**src/rtl/fgkt_pkg.sv**
```systemverilog
// Shared types and constants for the fixed-gain Kalman tracker.
package fgkt_pkg;

   // Configuration register indexes (byte address = 4 * index)
   localparam logic [1:0] CSR_STEP_DT  = 2'd0;
   localparam logic [1:0] CSR_POS_GAIN = 2'd1;
   localparam logic [1:0] CSR_VEL_GAIN = 2'd2;

   localparam logic [7:0] STEP_DT_RST  = 8'd16;
   localparam logic [4:0] POS_GAIN_RST = 5'd8;
   localparam logic [4:0] VEL_GAIN_RST = 5'd4;

   // Datapath operations
   localparam logic [2:0] OP_NOP    = 3'd0;
   localparam logic [2:0] OP_MUL_DT = 3'd1;  // prod = dt * v
   localparam logic [2:0] OP_PRED   = 3'd2;  // p' and v'
   localparam logic [2:0] OP_INNOV  = 3'd3;  // i = z - p'
   localparam logic [2:0] OP_MUL_KP = 3'd4;  // prod = kp * i
   localparam logic [2:0] OP_UPD_P  = 3'd5;  // p update, prod = kv * i
   localparam logic [2:0] OP_UPD_V  = 3'd6;  // v update

   typedef struct packed {
      logic       load;     // capture measurements
      logic       axis_y;   // 0: x axis, 1: y axis
      logic [2:0] op;
      logic       publish;  // copy state into the output register
   } cmd_type;

endpackage

```
**src/rtl/fgkt_ctrl.sv**
```systemverilog
// Sequencer for the tracker: steps both axes through the shared multiplier.
module fgkt_ctrl
   import fgkt_pkg::*;
(
   input  logic    clock,
   input  logic    reset,
   input  logic    req_valid,
   input  logic    out_free,
   output logic    req_ready,
   output cmd_type cmd
);

   localparam logic [2:0] S_IDLE   = 3'd0;
   localparam logic [2:0] S_MUL_DT = 3'd1;
   localparam logic [2:0] S_PRED   = 3'd2;
   localparam logic [2:0] S_INNOV  = 3'd3;
   localparam logic [2:0] S_MUL_KP = 3'd4;
   localparam logic [2:0] S_UPD_P  = 3'd5;
   localparam logic [2:0] S_UPD_V  = 3'd6;
   localparam logic [2:0] S_DONE   = 3'd7;

   logic [2:0] state_ff, state_in;
   logic       axis_ff, axis_in;

   always_ff @(posedge clock) begin
      if (reset) begin
         state_ff <= S_IDLE;
         axis_ff  <= 1'b0;
      end else begin
         state_ff <= state_in;
         axis_ff  <= axis_in;
      end
   end

   always_comb begin
      state_in    = state_ff;
      axis_in     = axis_ff;
      req_ready   = 1'b0;
      cmd.load    = 1'b0;
      cmd.axis_y  = axis_ff;
      cmd.op      = OP_NOP;
      cmd.publish = 1'b0;
      unique case (state_ff)
         S_IDLE: begin
            // ready is high here, so valid alone means the item is taken
            req_ready = 1'b1;
            if (req_valid) begin
               cmd.load = 1'b1;
               axis_in  = 1'b0;
               state_in = S_MUL_DT;
            end
         end
         S_MUL_DT: begin
            cmd.op   = OP_MUL_DT;
            state_in = S_PRED;
         end
         S_PRED: begin
            cmd.op   = OP_PRED;
            state_in = S_INNOV;
         end
         S_INNOV: begin
            cmd.op   = OP_INNOV;
            state_in = S_MUL_KP;
         end
         S_MUL_KP: begin
            cmd.op   = OP_MUL_KP;
            state_in = S_UPD_P;
         end
         S_UPD_P: begin
            cmd.op   = OP_UPD_P;
            state_in = S_UPD_V;
         end
         S_UPD_V: begin
            cmd.op = OP_UPD_V;
            if (axis_ff) begin
               state_in = S_DONE;
            end else begin
               axis_in  = 1'b1;
               state_in = S_MUL_DT;
            end
         end
         S_DONE: begin
            if (out_free) begin
               cmd.publish = 1'b1;
               state_in    = S_IDLE;
            end
         end
         default: begin
            state_in = S_IDLE;
         end
      endcase
   end

endmodule

```
**src/rtl/fgkt_dpath.sv**
```systemverilog
// Tracker datapath: state registers, shared multiplier and adders.
module fgkt_dpath
   import fgkt_pkg::*;
#(
   parameter int DATA_WIDTH = 32,
   parameter int FRAC_BITS  = 4
) (
   input  logic                         clock,
   input  logic                         reset,
   input  cmd_type                      cmd,
   input  logic signed [31:0]           meas_x,
   input  logic signed [31:0]           meas_y,
   input  logic [7:0]                   step_dt,
   input  logic [4:0]                   pos_gain,
   input  logic [4:0]                   vel_gain,
   output logic signed [DATA_WIDTH-1:0] pos_x,
   output logic signed [DATA_WIDTH-1:0] pos_y,
   output logic signed [DATA_WIDTH-1:0] vel_x,
   output logic signed [DATA_WIDTH-1:0] vel_y
);

   localparam logic [DATA_WIDTH-1:0] VEL_X_RST = DATA_WIDTH'(2) << FRAC_BITS;
   localparam logic [DATA_WIDTH-1:0] VEL_Y_RST = DATA_WIDTH'(1) << FRAC_BITS;

   logic signed [DATA_WIDTH-1:0] px_ff, py_ff, vx_ff, vy_ff;
   logic signed [DATA_WIDTH-1:0] zx_ff, zy_ff;
   logic signed [DATA_WIDTH-1:0] prod_ff, pp_ff, vp_ff, innov_ff;

   logic signed [DATA_WIDTH-1:0] p_sel, v_sel, z_sel;
   logic signed [DATA_WIDTH-1:0] pred_sum, pp_val, vp_val, prod_asr, new_val;
   logic [7:0]                   mul_a;
   logic [DATA_WIDTH-1:0]        mul_b, mul_out;

   assign p_sel = cmd.axis_y ? py_ff : px_ff;
   assign v_sel = cmd.axis_y ? vy_ff : vx_ff;
   assign z_sel = cmd.axis_y ? zy_ff : zx_ff;

   // prediction: p' = (U*p + dt*v) >>> F, v' = (U*v) >>> F, all wrapping
   assign pred_sum = (p_sel <<< FRAC_BITS) + prod_ff;
   assign pp_val   = pred_sum >>> FRAC_BITS;
   assign vp_val   = DATA_WIDTH'(v_sel <<< FRAC_BITS) >>> FRAC_BITS;
   assign prod_asr = prod_ff >>> FRAC_BITS;
   assign new_val  = (cmd.op == OP_UPD_P) ? (pp_ff + prod_asr) : (vp_ff + prod_asr);

   // shared multiplier; only the low bits are kept, so signedness is moot
   always_comb begin
      mul_a = step_dt;
      mul_b = v_sel;
      case (cmd.op)
         OP_MUL_KP: begin
            mul_a = {3'b000, pos_gain};
            mul_b = innov_ff;
         end
         OP_UPD_P: begin
            mul_a = {3'b000, vel_gain};
            mul_b = innov_ff;
         end
         default: begin
            mul_a = step_dt;
            mul_b = v_sel;
         end
      endcase
   end

   assign mul_out = mul_b * DATA_WIDTH'(mul_a);

   always_ff @(posedge clock) begin
      if (reset) begin
         px_ff <= '0;
         py_ff <= '0;
         vx_ff <= VEL_X_RST;
         vy_ff <= VEL_Y_RST;
      end else begin
         unique case (cmd.op)
            OP_UPD_P: begin
               if (cmd.axis_y) py_ff <= new_val;
               else            px_ff <= new_val;
            end
            OP_UPD_V: begin
               if (cmd.axis_y) vy_ff <= new_val;
               else            vx_ff <= new_val;
            end
            default: begin
            end
         endcase
      end
   end

   always_ff @(posedge clock) begin
      if (cmd.load) begin
         zx_ff <= DATA_WIDTH'(meas_x);
         zy_ff <= DATA_WIDTH'(meas_y);
      end
      unique case (cmd.op) inside
         OP_MUL_DT, OP_MUL_KP, OP_UPD_P: begin
            prod_ff <= mul_out;
         end
         OP_PRED: begin
            pp_ff <= pp_val;
            vp_ff <= vp_val;
         end
         OP_INNOV: begin
            innov_ff <= z_sel - pp_ff;
         end
         default: begin
         end
      endcase
   end

   assign pos_x = px_ff;
   assign pos_y = py_ff;
   assign vel_x = vx_ff;
   assign vel_y = vy_ff;

endmodule

```
**src/rtl/fixed_gain_kalman_tracker.sv**
```systemverilog
// A request item is accepted in the idle state; the sequencer then steps the x axis
// and then the y axis, and publishes the result once the output register is free.
// Each axis takes six steps (three of them on the single shared multiplier); the
// next item is not accepted until the previous one has been published.
// The next item is accepted while the previous result waits in the output register.
// Reset (synchronous, active high): pos = 0, vel_x = 2.0, vel_y = 1.0,
// step_dt = 16, pos_gain = 8, vel_gain = 4; no item pending.
module fixed_gain_kalman_tracker
   import fgkt_pkg::*;
#(
   parameter int DATA_WIDTH = 32,
   parameter int FRAC_BITS  = 4
) (
   input  logic          clock,
   input  logic          reset,
   // request: [31:0] meas_x, [63:32] meas_y
   input  logic          req_tvalid,
   output logic          req_tready,
   input  logic [63:0]   req_tdata,
   // result: [31:0] est_px, [63:32] est_py, [95:64] est_vx, [127:96] est_vy,
   // [135:128] px_units_byte
   output logic          rsp_tvalid,
   input  logic          rsp_tready,
   output logic [135:0]  rsp_tdata,
   // configuration
   input  logic          csr_psel,
   input  logic          csr_penable,
   input  logic          csr_pwrite,
   input  logic [3:0]    csr_paddr,
   input  logic [31:0]   csr_pwdata,
   output logic [31:0]   csr_prdata,
   output logic          csr_pready
);

   // ---------------- configuration registers ----------------
   logic [7:0] step_dt_ff;
   logic [4:0] pos_gain_ff, vel_gain_ff;
   logic       csr_wr;
   logic [1:0] csr_idx;

   assign csr_pready = 1'b1;
   assign csr_idx    = csr_paddr[3:2];
   assign csr_wr     = csr_psel & csr_penable & csr_pwrite & csr_pready;

   always_ff @(posedge clock) begin
      if (reset) begin
         step_dt_ff  <= STEP_DT_RST;
         pos_gain_ff <= POS_GAIN_RST;
         vel_gain_ff <= VEL_GAIN_RST;
      end else if (csr_wr) begin
         unique case (csr_idx)
            CSR_STEP_DT:  step_dt_ff  <= csr_pwdata[7:0];
            CSR_POS_GAIN: pos_gain_ff <= csr_pwdata[4:0];
            CSR_VEL_GAIN: vel_gain_ff <= csr_pwdata[4:0];
            default: begin
            end
         endcase
      end
   end

   always_comb begin
      unique case (csr_idx)
         CSR_STEP_DT:  csr_prdata = {24'd0, step_dt_ff};
         CSR_POS_GAIN: csr_prdata = {27'd0, pos_gain_ff};
         CSR_VEL_GAIN: csr_prdata = {27'd0, vel_gain_ff};
         default:      csr_prdata = '0;
      endcase
   end

   // ---------------- sequencer and datapath ----------------
   cmd_type                      cmd;
   logic                         out_free;
   logic signed [DATA_WIDTH-1:0] pos_x, pos_y, vel_x, vel_y, px_units;

   fgkt_ctrl u_ctrl (
      .clock     (clock),
      .reset     (reset),
      .req_valid (req_tvalid),
      .out_free  (out_free),
      .req_ready (req_tready),
      .cmd       (cmd)
   );

   fgkt_dpath #(
      .DATA_WIDTH (DATA_WIDTH),
      .FRAC_BITS  (FRAC_BITS)
   ) u_dpath (
      .clock    (clock),
      .reset    (reset),
      .cmd      (cmd),
      .meas_x   (req_tdata[31:0]),
      .meas_y   (req_tdata[63:32]),
      .step_dt  (step_dt_ff),
      .pos_gain (pos_gain_ff),
      .vel_gain (vel_gain_ff),
      .pos_x    (pos_x),
      .pos_y    (pos_y),
      .vel_x    (vel_x),
      .vel_y    (vel_y)
   );

   // ---------------- output register ----------------
   // Holds a finished result so the datapath can start on the next item.
   logic         rsp_valid_ff;
   logic [135:0] rsp_data_ff;

   assign out_free = ~rsp_valid_ff | rsp_tready;
   assign px_units = pos_x >>> FRAC_BITS;

   always_ff @(posedge clock) begin
      if (reset) begin
         rsp_valid_ff <= 1'b0;
      end else if (cmd.publish) begin
         rsp_valid_ff <= 1'b1;
      end else if (rsp_tready) begin
         rsp_valid_ff <= 1'b0;
      end
   end

   always_ff @(posedge clock) begin
      if (cmd.publish) begin
         rsp_data_ff <= {px_units[7:0], 32'(vel_y), 32'(vel_x), 32'(pos_y), 32'(pos_x)};
      end
   end

   assign rsp_tvalid = rsp_valid_ff;
   assign rsp_tdata  = rsp_data_ff;

endmodule

```
**config.mk**
```make
export PLATFORM = sky130hd
export DESIGN_NAME = fixed_gain_kalman_tracker
export DESIGN_NICKNAME = d
export VERILOG_FILES = /design/src/rtl/fgkt_pkg.sv /design/src/rtl/fgkt_ctrl.sv /design/src/rtl/fgkt_dpath.sv /design/src/rtl/fixed_gain_kalman_tracker.sv
export SDC_FILE = /design/constraint.sdc
export NUM_CORES = 1
export LEC_CHECK = 0
export ABC_CLOCK_PERIOD_IN_PS = 10650
export BUFFER_PORTS_ARGS = -buffer_cell sky130_fd_sc_hd__buf_2
export CORE_UTILIZATION = 65
export DETAILED_ROUTE_END_ITERATION = 8
export PLACE_DENSITY = 0.92
export SLEW_MARGIN = 20
export SYNTH_ARGS = -nofsm -noshare
export SYNTH_HDL_FRONTEND = slang
export SYNTH_SLANG_ARGS = --single-unit
export TNS_END_PERCENT = 1
```
**constraint.sdc**
```tcl
create_clock -name clock -period 10.65 [get_ports clock]
set_clock_uncertainty 0.05 [all_clocks]
set_input_delay 0 -clock clock [delete_from_list [all_inputs] [get_ports clock]]
set_output_delay 0 -clock clock [all_outputs]
set_load 0.01 [all_outputs]
```
==> results.py <==
metrics = {
    "synth": {
        "synth_top_area_share_pct": 33.2,
        "synth.area.top_cells": "edfxtp_1, fa_1, dfxtp_1",
        "synth-main-ff-cell": "edfxtp_1",
        "avgSynthCellArea_um2": 10.5,
        "ys_ff_latch": 435,
        "synth_cells": 2556,
        "ys_seq_area_share_pct": 43.6,
        "async_reset_ff_share_pct": 0,
        "post-synth-top-area-cell": "edfxtp_1",
        "synth-edff-count": 296,
        "syn_area_um2": 26800,
        "synth_cell_types": 79,
        "ys.warnings.count": 0,
    },
    "die": {
        "num_io_pins": 278,
        "row_count": 73,
        "initial_utilization_pct": 66.6,
        "die-area_um2": 42000,
        "core_um2": 40200,
        "dieWidth_um": 205,
        "dieHeight_um": 205,
    },
    "cts": {
        "cts_max_path_buffers": 3,
        "tritoncts": "built",
        "cts_hold_buf": 81,
        "cts-root-buf": "clkbuf_16",
        "cts_made_buffers": 42,
        "cts_setup_buffers": 0,
        "cts.sink_count": 435,
        "insertion_delay_ns": 0.59,
        "cts_resized": 0,
        "path_clk_slew_ns": 0.07,
        "htreeDepth": 2,
    },
    "global_routing": {
        "antenna_found_initial": 1,
        "grtUsageTotal_pct": 36.0,
        "grt_first_pass_wirelength_um": 116000,
        "grt_max_degree": 107,
        "grt_pass1_vias": 21200,
        "overflow": 0,
    },
    "detailed_routing": {
        "routedWlPerCell_um": 22.1,
        "drt_iter0_markers": 2697,
        "drt-pass1-iter-count": 9,
        "drtAntennaViolNets": 0,
        "avgViaCountPerCell": 6.32,
        "route.vias.total": 21300,
        "drc_errors": 0,
        "routed_wl_um": 74700,
    },
    "setup_path": {
        "crit_type": "register to register",
        "crit_fanout": 36,
        "start_kind": "register",
        "arrival_ns": 8.34,
        "worstPathRequired_ns": 10.96,
        "crit_path_end_kind": "register",
    },
    "timing": {
        "hold_violations": 0,
        "fin_tns_setup_ns": 0,
        "slew_headroom_pct": 19.1,
        "holdWs_ns": 0.0272,
        "finalCritPeriodShare_pct": 75.4,
        "rsz0062_at_grt": "false",
        "finalCriticalPeriod_ns": 8.03,
        "setup_viol": 0,
        "maxSlewViolCount": 0,
        "fmax_mhz": 125,
        "worst_slew_pin_slew_ns": 1.21,
    },
    "placement": {
        "io_buffers": 226,
        "dpl.hpwl_um": 50200,
        "gp_congestion": 0.988,
    },
    "layout": {
        "syn_to_final_growth_pct": 13.6,
        "drive_above_1_share_pct": 15.6,
        "nets": 3204,
        "nFillCells": 2373,
    },
    "power": {
        "power_leakage_nw": 12.9,
        "vdd_ir_drop_max_mv": 0.114,
        "p_per_area_nw_per_um2": 132,
    },
    "outcome": {
        "status": "complete, no violations",
    },
    "run": {
        "drv_cap": 0,
    },
    "min_path": {
        "hp-class": "primary input to register",
    },
}
-- worst max-delay path: stages, from the launching register on --
cell and delay, ns:
dfxtp_1 0.35, buf_4 0.24, nand2b_2 0.59, buf_4 0.59, mux2i_1 0.92, nor2_1 0.16, fa_1 0.57, fa_1 0.53
fa_1 0.49, inv_1 0.05, fa_1 0.47, inv_1 0.04, ha_1 0.40, o21ai_0 0.16, a2111oi_0 0.39, o21ai_0 0.21
a41oi_1 0.38, o21ai_0 0.21, a21oi_1 0.29, a211oi_1 0.17, o21a_1 0.22, xnor2_1 0.29
-- final timing paths --
path / startpoint / slack, ns / to / cells after the start
worst min-delay path: csr_penable / 0.03 / pos_gain_ff[2] / 5
worst max-delay path: u_ctrl.state_ff[1] / 2.62 / u_dpath.prod_ff[29] / 21
worst max register to register: u_ctrl.state_ff[1] / 2.62 / u_dpath.prod_ff[29] / 21
worst min register to register: u_dpath.pos_y[30] / 0.40 / rsp_tdata[63] / 0
-- cells in the final DEF, fill, tap and decap left out, drive strengths merged, types with 25 or more instances in the layout --
cell         Yosys  layout
mux2            83      83
inv            212     216
o21ai          108     108
nor2           298     298
nor2b           28      28
ha             123     123
xnor2           80      80
xor2            28      28
nand2          224     224
edfxtp         296     296
a211oi          26      26
a21o            39      39
o21a            34      34
a21oi          168     168
conb             2      25
fa             159     159
clkbuf          75      53
mux2i           57      57
dlygate4sd3      0      81
buf             65     251
nand3           34      34
nor3            41      41
dfxtp          139     139
-- metal layers --
layer / GRT usage (%) / share of wire (%) / vias up
met5: 0 / 0 / -
met4: 17.4 / 4.9 / 0
met3: 7.99 / 12 / 310
met2: 58.2 / 47 / 1571
met1: 45.9 / 36 / 10200
li1: - / - / 9270
-- registers in the layout, summed over array words and instances (netlist names) --
signal and count:
pos_gain_ff 5, rsp_tdata 116, rsp_tvalid 1, step_dt_ff 8, u_ctrl.axis_ff 1, u_ctrl.state_ff 3, u_dpath.innov_ff 32, u_dpath.pos_x 29
u_dpath.pos_y 29, u_dpath.pp_ff 28, u_dpath.prod_ff 28, u_dpath.vel_x 29, u_dpath.vel_y 29, u_dpath.vp_ff 28, u_dpath.zx_ff 32, u_dpath.zy_ff 32
vel_gain_ff 5
-- cells in the mapped netlist, types with 8 or more instances --
master    instances
nor2_1          298
edfxtp_1        296
nand2_1         224
inv_1           210
a21oi_1         168
fa_1            159
dfxtp_1         139
ha_1            123
o21ai_0          93
mux2_2           83
xnor2_1          80
clkbuf_1         75
mux2i_1          57
buf_4            45
nor3_1           40
a21o_1           39
nand3_1          34
o21a_1           34
nor2b_1          28
xor2_1           28
a211oi_1         26
nand2b_1         23
nand3b_1         23
or2_2            22
or3_1            19
buf_1            15
o21ai_1          15
and3_1           14
a31oi_1          12
and2_1           12
a211o_1          10
nand4_1           9
o21bai_1          9
o211ai_1          8
-- layout make-up --
cell class | count | area (um2) | share of cell area [%]
inverter | 213 | 800 | 2.63
clock buffer | 53 | 1150 | 3.79
clock inverter | 25 | 280 | 0.921
multi-input combinational | 1791 | 13700 | 45.1
timing repair buffer | 332 | 2140 | 7.02
antenna | 1 | 2.50 | 0.00823
tap | 525 | 657 | 2.16
sequential | 435 | 11700 | 38.4
-- cell families (layout without fill, tap and decap cells) --
family	after synthesis	count (layout)	synth area share, %
AO/OA/AOI/OAI	469	469	11.0
buffers and inverters	353	623	5.65
AND/OR/NAND/NOR	767	767	13.0
flip-flops	435	435	43.6
other	2	26	0.0280
XOR/XNOR	108	108	3.53
adder cells (fa/ha/maj)	282	282	17.6
multiplexers	140	140	5.62
-- where the power goes --
group | switching (mW) | internal, mW
combinational | 0.341 | 0.200
sequential | 0.0273 | 1.87
clock | 0.691 | 0.878
total | 1.06 | 2.95
-- stage by stage --
stage               std cells  setup slack, ns  power [mW]  util, %  cell area, um2
finish                   3375             2.62        4.01     75.7           30400
global route             3375             2.37        4.11     75.7           30400
detailed placement       3215             3.10        2.41     70.1           28200
floorplan                2579             3.78        2.28        -           26900
CTS                      3374             3.04        3.96     75.7           30400
global placement         3215             3.17        2.38     70.1           28200
Note: power is estimated with default switching activity, not from simulation.
